===== src/design/rrrt_ram.sv =====
// Generic single-port-write, single-port-read RAM with a registered read.
`default_nettype none

module rrrt_ram #(
   parameter int WIDTH = 64,
   parameter int DEPTH = 16,
   parameter int ADDR_WIDTH = (DEPTH > 1) ? $clog2(DEPTH) : 1
) (
   input  wire logic                  clock,
   input  wire logic                  write_enable,
   input  wire logic [ADDR_WIDTH-1:0] write_addr,
   input  wire logic [WIDTH-1:0]      write_data,
   input  wire logic                  read_enable,
   input  wire logic [ADDR_WIDTH-1:0] read_addr,
   output logic      [WIDTH-1:0]      read_data
);

   logic [WIDTH-1:0] mem_ff [DEPTH];
   logic [WIDTH-1:0] read_data_ff;

   always_ff @(posedge clock) begin
      if (write_enable) begin
         mem_ff[write_addr] <= write_data;
      end
      if (read_enable) begin
         read_data_ff <= mem_ff[read_addr];
      end
   end

   assign read_data = read_data_ff;

endmodule

`default_nettype wire


===== config.mk =====
export PLATFORM = sky130hd
export DESIGN_NAME = rrrt_ram
export DESIGN_NICKNAME = d
export VERILOG_FILES = /design/src/design/rrrt_ram.sv
export SDC_FILE = /design/constraint.sdc
export NUM_CORES = 1
export LEC_CHECK = 0
export BUFFER_PORTS_ARGS = -buffer_cell sky130_fd_sc_hd__buf_2
export CAP_MARGIN = 0
export CELL_PAD_IN_SITES_DETAIL_PLACEMENT = 0
export CELL_PAD_IN_SITES_GLOBAL_PLACEMENT = 1
export CORE_MARGIN = 5
export CORE_UTILIZATION = 59
export DETAILED_ROUTE_END_ITERATION = 10
export PLACE_DENSITY = 0.81
export SLEW_MARGIN = 20
export SYNTH_ARGS = -nofsm -noshare
export SYNTH_HDL_FRONTEND = slang
export SYNTH_SLANG_ARGS = --single-unit

===== constraint.sdc =====
create_clock -name clock -period 12.6 [get_ports clock]
set_input_delay 0.63 -clock clock [delete_from_list [all_inputs] [get_ports clock]]
set_output_delay 0.63 -clock clock [all_outputs]
set_load 0.005 [all_outputs]

==> impl_metrics.csv <==
group,metric,value,unit
critical_path,worstPathMaxFanout,165,
drt,vias_per_cell,6.54,
critical_path,crit_chain,"buf_8 > buf_12 > mux4_2 > a22oi_1 > nand2_1",
global_route,grt_first_pass_wirelength,128000,um
die,chipHeight,271,um
timing,clock_skew,26.1,ps
timing,fmax,358,MHz
critical_path,critPathMaxStageDelay,620,ps
drt,detailroute.via_count,18300,
cts,cts-resized-gates,0,
timing,tns,0,ps
timing,setup_viol_count_final,0,
drt,average_wire_length_per_cell_after_detail_routing,31.1,um
critical_path,worstSetupPathType,"input port to flip-flop",
synthesis,ys_seq_elements,1088,
die,core.rowCount,95,
die,fp.coreArea,67400,um^2
timing,slew_headroom,0.130,
timing,finalCritPeriodShare,0.221,
die,die_w,271,um
power_and_ir_drop,power.ir.vdd_worst,0.0956,mV
synthesis,synth_cell_type_count,17,
outcome,status,"finished, final reports clean",
hold_path,hold_wc_path_type,"input port to flip-flop",
timing,grt_setup_unrepaired,"no",
placement,post_dp_cell_area,42000,um^2
critical_path,critPathBufInv,2,
critical_path,crit_path_end_kind,"flip-flop",
die,initial_utilization,0.597,
power_and_ir_drop,power-per-cell-area,162,nW/um^2
placement,io_buffers,138,
synthesis,post_synthesis_instance_area,40200,um^2
drt,drtIter0Drc,2408,
timing,layout_min_cycle_time,2790,ps
power_and_ir_drop,p_leak,14.3,nW
job,max-cap-violations,0,
timing,maxSlewViolCount,0,
die,boundaryPins,139,
global_route,globalRouteOverflowTotal,0,
critical_path,cpMaxStageDelayCell,"sky130_fd_sc_hd__buf_12",
cts,clock_sinks,1088,
final_layout,flow.area_growth_from_synthesis,12.1,%
timing,finalHoldViolCount,0,
cts,clk_latency,660,ps
cts,ctsHtreeMaxLevel,3,
final_layout,finish.net_count,1917,
cts,cts_hold_buf,0,
cts,cts-buffers-inserted,104,
cts,clk_root_buffer_cell,"sky130_fd_sc_hd__clkbuf_16",
global_route,grt_max_degree,166,
drt,totalWireLength,87100,um
placement,globalplace.congestion,0.710,
synthesis,synth.avg_cell_area,24.4,um^2
drt,post-route-drc-count,0,
global_route,track_usage,0.239,
synthesis,synthesis.instances,1647,
final_layout,layout.core_utilization,0.669,
critical_path,worst-endpoint-arrival,3160,ps
cts,postCtsSetupRepairBufs,0,
cts,max-clock-path-buffers,3,
synthesis,ys.warnings.count,0,
synthesis,synth_fp_nets,1722,
cts,clk_pin_slew,60,ps
timing,finalHoldWorstSlack,350,ps
final_layout,layout-drive-gt1-share,0.300,
cts,cts_tree,"built",
power_and_ir_drop,post_layout_power,0.00730,W
critical_path,worstSetupStartpointType,"input port",
drt,ant_nets,0,
placement,hpwl_after_dpl,41000,um
critical_path,cpLargestDelayFamily,"buffers and inverters",
drt,number_of_search_and_repair_iterations_in_the_first_detailed_routing_pass,7,
final_layout,postLayoutCellArea,45100,um^2
timing,max_slew.worst_pin.slew,1310,ps
global_route,number_of_global_route_vias_before_repair,19300,
die,fp.dieArea,73500,um^2
global_route,antenna_found_initial,14,
synthesis,synth.yosys.seq_area_share,0.812,
critical_path,worstPathRequired,12970,ps
## layout make-up
cell class | instances | area, um^2
Clock inverter | 44 | 328
Tap cell | 873 | 1090
Multi-Input combinational cell | 475 | 7230
Fill cell | 4094 | 22300
Timing Repair Buffer | 173 | 1000
Clock buffer | 138 | 2750
Antenna cell | 8 | 20.0
Sequential cell | 1088 | 32700
## worst paths after layout
kind	startpoint	to	slack [ps]	cells after the start
setup / recovery	read_addr[1]	read_data[2]$_DFFE_PP_	9810	5
setup reg to reg	mem_ff[1][2]$_DFFE_PP_	read_data[2]$_DFFE_PP_	11080	3
hold / removal	write_data[62]	mem_ff[14][62]$_DFFE_PP_	350	1
hold reg to reg	mem_ff[14][53]$_DFFE_PP_	read_data[53]$_DFFE_PP_	740	3
## worst register-to-register path: cells and delay by family, from the launching register on
| family | cells | cell delay, ps |
|---|---|---|
| muxes | 1 | 480 |
| DFF | 1 | 380 |
| AOI/OAI and AO/OA | 1 | 220 |
| and+or+nand+nor | 1 | 140 |
## stage by stage
stage | setup WS [ps] | cells
global route | 9740 | 2795
floorplan | 6540 | 1647
CTS | 9870 | 2791
global placement | 9210 | 2609
detailed placement | 9180 | 2609
finish | 9810 | 2799
## sequential cells by signal (all words and copies together), names as in the netlist
name	count
read_data	64
mem_ff	1024
## placed cells by master (no fill, tap or decap), types with 13 or more instances in the layout
cell type,synthesis,layout
sky130_fd_sc_hd__nand2_1,65,65
sky130_fd_sc_hd__buf_4,6,34
sky130_fd_sc_hd__clkbuf_16,0,105
sky130_fd_sc_hd__edfxtp_1,1088,1088
sky130_fd_sc_hd__buf_2,13,135
sky130_fd_sc_hd__clkbuf_1,36,33
sky130_fd_sc_hd__a22oi_1,128,128
sky130_fd_sc_hd__mux4_2,256,256
sky130_fd_sc_hd__nor2_4,0,13
sky130_fd_sc_hd__clkinv_1,0,23
## synth_stat cells (all sizes together)
cell	number	area (um^2)
nand2b	2	12.5
and2	1	6.26
nor2b	2	12.5
nand3	1	5.00
nand3b	2	15.0
nand2	65	244
mux4	256	5770
buf	48	317
or3b	1	8.76
nor2	13	48.8
clkbuf	36	135
edfxtp	1088	32700
a22oi	128	961
nor3	4	20.0
## layer usage
layer / wire length (um) / vias to the layer above / GRT usage / share of wire
li1: - / 7506 / - / -
met2: 44300 / 814 / 0.389 / 0.51
met1: 33500 / 9846 / 0.339 / 0.39
met5: 83 / - / 0 / 0.00095
met4: 1430 / 14 / 0.0589 / 0.016
met3: 7690 / 127 / 0.0534 / 0.088
## report_power, final
group / internal, W / switching, W
registers: 0.00408 / 0.0000258
clock network: 0.00161 / 0.00125
logic: 0.000135 / 0.000202
## cells by family (layout without fill, tap and decap cells)
logic type             after synthesis  count (layout)  share of synthesized area
other                                0               8                          0
AOI/OAI and AO/OA                  128             128                     0.0239
DFF                               1088            1088                      0.812
muxes                              256             256                      0.143
buffers and inverters               84             355                     0.0112
and+or+nand+nor                     91              91                    0.00927
Power figures use the tool's default switching activity.
