==> src/design/rrrt_pkg.sv <==
// Package with the shared types and constants of the resource request/release table.
`default_nettype none

package rrrt_pkg;

   localparam int AMOUNT_WIDTH = 16;
   localparam int PID_WIDTH    = 4;
   localparam int OP_WIDTH     = 2;
   localparam int NUM_AMOUNTS  = 4;
   localparam int IDX_WIDTH    = 9;

   localparam logic [OP_WIDTH-1:0] OP_REQUEST    = 2'd0;
   localparam logic [OP_WIDTH-1:0] OP_RELEASE    = 2'd1;
   localparam logic [OP_WIDTH-1:0] OP_LOAD_NEED  = 2'd2;
   localparam logic [OP_WIDTH-1:0] OP_LOAD_AVAIL = 2'd3;

   typedef struct packed {
      logic [OP_WIDTH-1:0]     opcode;
      logic [PID_WIDTH-1:0]    process_id;
      logic [AMOUNT_WIDTH-1:0] amount_0;
      logic [AMOUNT_WIDTH-1:0] amount_1;
      logic [AMOUNT_WIDTH-1:0] amount_2;
      logic [AMOUNT_WIDTH-1:0] amount_3;
   } req_payload_type;

   typedef struct packed {
      logic                    granted;
      logic [AMOUNT_WIDTH-1:0] avail_0;
      logic [AMOUNT_WIDTH-1:0] avail_1;
      logic [AMOUNT_WIDTH-1:0] avail_2;
      logic [AMOUNT_WIDTH-1:0] avail_3;
   } rsp_payload_type;

   typedef struct packed {
      logic granted;
      logic need_write;
      logic avail_write;
   } update_ctrl_type;

endpackage

`default_nettype wire

==> src/design/rrrt_update.sv <==
// Grant check and update of one need row and the available counts (saturating on release, clamped on load).
`default_nettype none

module rrrt_update import rrrt_pkg::*; #(
   parameter int RESOURCES   = 4,
   parameter int COUNT_WIDTH = 16
) (
   input  wire logic [OP_WIDTH-1:0]                          opcode,
   input  wire logic                                         in_range,
   input  wire logic [NUM_AMOUNTS-1:0][AMOUNT_WIDTH-1:0]     amount,
   input  wire logic [RESOURCES-1:0][COUNT_WIDTH-1:0]        need_row,
   input  wire logic [RESOURCES-1:0][COUNT_WIDTH-1:0]        avail,
   output logic      [RESOURCES-1:0][COUNT_WIDTH-1:0]        need_next,
   output logic      [RESOURCES-1:0][COUNT_WIDTH-1:0]        avail_next,
   output update_ctrl_type                                   ctrl
);

   localparam logic [COUNT_WIDTH-1:0]  TOP_COUNT = {COUNT_WIDTH{1'b1}};
   localparam logic [AMOUNT_WIDTH:0]   TOP_WIDE  = (AMOUNT_WIDTH+1)'(TOP_COUNT);

   logic [RESOURCES-1:0][COUNT_WIDTH-1:0] clamped;
   logic [RESOURCES-1:0][COUNT_WIDTH-1:0] need_sat;
   logic [RESOURCES-1:0][COUNT_WIDTH-1:0] avail_sat;
   logic [RESOURCES-1:0][COUNT_WIDTH-1:0] need_diff;
   logic [RESOURCES-1:0][COUNT_WIDTH-1:0] avail_diff;
   logic [RESOURCES-1:0][AMOUNT_WIDTH:0]  need_sum;
   logic [RESOURCES-1:0][AMOUNT_WIDTH:0]  avail_sum;
   logic [RESOURCES-1:0]                  fits;

   always_comb begin
      for (int r = 0; r < RESOURCES; r++) begin
         clamped[r]    = ((AMOUNT_WIDTH+1)'(amount[r]) > TOP_WIDE) ? TOP_COUNT
                         : amount[r][COUNT_WIDTH-1:0];
         need_sum[r]   = (AMOUNT_WIDTH+1)'(need_row[r]) + (AMOUNT_WIDTH+1)'(amount[r]);
         avail_sum[r]  = (AMOUNT_WIDTH+1)'(avail[r]) + (AMOUNT_WIDTH+1)'(amount[r]);
         need_sat[r]   = (need_sum[r] > TOP_WIDE) ? TOP_COUNT : need_sum[r][COUNT_WIDTH-1:0];
         avail_sat[r]  = (avail_sum[r] > TOP_WIDE) ? TOP_COUNT
                         : avail_sum[r][COUNT_WIDTH-1:0];
         need_diff[r]  = need_row[r] - amount[r][COUNT_WIDTH-1:0];
         avail_diff[r] = avail[r] - amount[r][COUNT_WIDTH-1:0];
         fits[r]       = (amount[r] <= AMOUNT_WIDTH'(avail[r]))
                         && (amount[r] <= AMOUNT_WIDTH'(need_row[r]));
      end
   end

   always_comb begin
      need_next  = need_row;
      avail_next = avail;
      ctrl       = '0;
      case (opcode)
         OP_REQUEST: begin
            ctrl.granted     = in_range && (&fits);
            ctrl.need_write  = ctrl.granted;
            ctrl.avail_write = ctrl.granted;
            if (ctrl.granted) begin
               need_next  = need_diff;
               avail_next = avail_diff;
            end
         end
         OP_RELEASE: begin
            ctrl.granted     = in_range;
            ctrl.need_write  = in_range;
            ctrl.avail_write = in_range;
            if (in_range) begin
               need_next  = need_sat;
               avail_next = avail_sat;
            end
         end
         OP_LOAD_NEED: begin
            ctrl.granted    = in_range;
            ctrl.need_write = in_range;
            if (in_range) begin
               need_next = clamped;
            end
         end
         OP_LOAD_AVAIL: begin
            ctrl.granted     = in_range;
            ctrl.avail_write = in_range;
            if (in_range) begin
               avail_next = clamped;
            end
         end
         default: begin
            ctrl = '0;
         end
      endcase
   end

endmodule

`default_nettype wire

==> config.mk <==
export PLATFORM = sky130hd
export DESIGN_NAME = rrrt_update
export DESIGN_NICKNAME = d
export VERILOG_FILES = /design/src/design/rrrt_pkg.sv /design/src/design/rrrt_update.sv
export SDC_FILE = /design/constraint.sdc
export NUM_CORES = 1
export LEC_CHECK = 0
export ABC_AREA = 0
export BUFFER_PORTS_ARGS = -buffer_cell sky130_fd_sc_hd__buf_2
export CORE_MARGIN = 3
export CORE_UTILIZATION = 35
export DETAILED_ROUTE_END_ITERATION = 16
export PLACE_DENSITY = 0.5
export SETUP_SLACK_MARGIN = 0.05
export SLEW_MARGIN = 0
export SYNTH_ARGS = -nofsm -noshare
export SYNTH_HDL_FRONTEND = slang
export SYNTH_SLANG_ARGS = --single-unit
==> constraint.sdc <==
create_clock -name vclk -period 6.9
set_input_delay 0.345 -clock vclk [all_inputs]
set_output_delay 0.345 -clock vclk [all_outputs]
set_load 0.03 [all_outputs]
==> impl_metrics.tcl <==
set metrics [dict create \
    run_status "complete, no violations" \
    ant_nets 0 \
    grtUsageTotal_pct 30.32 \
    grt_pass1_wl_um 129400 \
    hpwlAfterDp_um 66270 \
    rsz0062_at_grt "no" \
    worst_slew_pin_slew_ns 1.135 \
    overflow 0 \
    syn_area_um2 18160 \
    cp_max_fo 36 \
    drt_iter0_drc 2049 \
    cpPeakStageDelay_ns 0.78 \
    finalNetCount 3381 \
    die_x_um 233.8 \
    num_rows 82 \
    area_growth_pct 10.49 \
    synth_cell_types 90 \
    required_ns 6.55 \
    layout_commonest_cell "buf_2" \
    nClkBuffers 0 \
    vias 22318 \
    wl_per_cell_um 24.59 \
    netlist_instances 2752 \
    timing.final.max_slew_violations 0 \
    cp-start-kind "input port" \
    worstPathArrival_ns 5.45 \
    post_dp_cell_area_um2 20050 \
    min_path_type "in -> out" \
    avgSynthCellArea_um2 6.597 \
    grt_start_max_net_pins 80 \
    drive_above_1_share_pct 14.28 \
    start_util_pct 35.82 \
    firstDrtPassIters 5 \
    pwr_density_cell_nw_per_um2 106.5 \
    yosysSeqAreaShare_pct 0 \
    n_fill_cell 5418 \
    ioPinCount 326 \
    io_buffers 326 \
    grt_pass1_vias 21128 \
    power_w 0.002137 \
    post_cts_resized 0 \
    via_per_inst 6.232 \
    maxCapViolations 0 \
    fp.dieH_um 233.8 \
    cts_setup_buffers 0 \
    regArea_um2 0 \
    grt_busiest_layer "met2" \
    route.detailed.drc 0 \
    endpoint_kind "primary output" \
    cts_hold_buf 0 \
    use_met1_pct 41.67 \
    gp_congestion 0.9455 \
    final-setup-viol-count 0 \
    slowest_stage "nand3_1" \
    critical_path_class "in -> out" \
    period_needed_ns 5.797 \
    maxSlewHeadroom_pct 24.32 \
    timing.final.crit_share_pct 84.02 \
    stdcell_area_um2 20060 \
    setup_tns_ns 0 \
    die_area_um2 54640 \
    finalHoldViolCount 0 \
    flops_and_latches 0 \
    crit_chain "buf_2, inv_1, ha_1, clkinv_1, nor2_1, o22ai_1, nor4_1, o41ai_1, nor4b_4, and2_4, nand3_1, o22ai_1, buf_2" \
    final_core_util_pct 39.58 \
    gr-usage-met3_pct 3.754 \
    fmax_ghz 0.1725 \
    power_leakage_nw 8.984 \
    grt_util_met2_pct 50.01 \
    core_region_area_um2 50680 \
    most-common-layout-cells "buf_2 (325), a21oi_1 (305), ha_1 (257), nor2_1 (251), inv_1 (224)" \
    syn-num-nets 3225 \
    antenna_found_initial 6 \
    peakVddDrop_uv 52.98 \
    drt-total-wl_um 88060 \
    ys_warn_count 0 \
]
-- power breakdown --
part           switching, W      internal, W
sequential                0                0
combinational       0.00138         0.000758
clock                     0  0.0000000000194
-- layout make-up --
class	count	area (um^2)	share of cell area [%]
multi-input combinational	2323	16500	82.27
antenna	3	7.507	0.03742
timing repair buffer	354	1848	9.212
tap	672	840.8	4.191
inverter	229	859.6	4.285
-- path summary, 6_finish.rpt --
kind,slack (ns),depth (start not counted),from,endpoint
min,1.12,3,avail[4],avail_next[4]
max,1.10,13,amount[63],need_next[32]
-- logic make-up (layout without fill, tap and decap cells) --
| group | count (synthesis) | after routing | synth area share (%) |
|---|---|---|---|
| adders and majority gates | 278 | 278 | 19.82 |
| xor gates and xnor gates | 181 | 181 | 8.731 |
| and+or+nand+nor | 721 | 721 | 19.12 |
| AOI/OAI and AO/OA | 1093 | 1093 | 39.95 |
| muxes | 50 | 50 | 2.853 |
| buffers and inverters | 429 | 583 | 9.524 |
| other | 0 | 3 | 0 |
-- critical path, delay by kind of cell --
family                   cells  cell delay [ns]
AO/OA/AOI/OAI                3             1.02
adder cells (fa/ha/maj)      1             0.40
buffers and inverters        4             0.86
AND/OR/NAND/NOR              5             2.80
-- synthesized netlist by cell type (34+ instances only) --
cell       instances  area (um^2)
mux2i_1           42        420.4
a31oi_1           42        262.8
nand2_1          132        495.5
nor3_1            74        370.4
o21bai_1          38        285.3
clkbuf_1         145        544.3
nor2_1           253        949.7
nand3_1           53        265.3
nand2b_1          36        225.2
xor2_1            34        297.8
a2bb2oi_1         38        332.8
a21o_1            50        375.4
a21oi_1          305         1526
o21ai_0          219         1096
nor2b_1           34        212.7
a211oi_1          47        352.8
xnor2_1          147         1287
ha_1             262         3278
inv_1            225        844.6
-- routing by layer --
metal | share of wire [%] | vias to the layer above
li1 | - | 10401
met2 | 46 | 1036
met1 | 44 | 10710
met5 | 0.077 | -
met4 | 2.8 | 10
met3 | 7.8 | 161
-- per-stage QoR --
| step | setup slack [ns] | hold slack, ns | cells |
|---|---|---|---|
| 3_5_place_dp | 1.248 | 1.120 | 3578 |
| 4_1_cts | 1.235 | 1.119 | 3578 |
| 5_1_grt | 0.8979 | 1.129 | 3578 |
| 2_1_floorplan | 2.837 | 0.8854 | 2752 |
| 3_3_place_gp | 1.362 | 1.116 | 3578 |
| 6_report | 1.103 | 1.119 | 3581 |
Power figures use the tool's default switching activity.
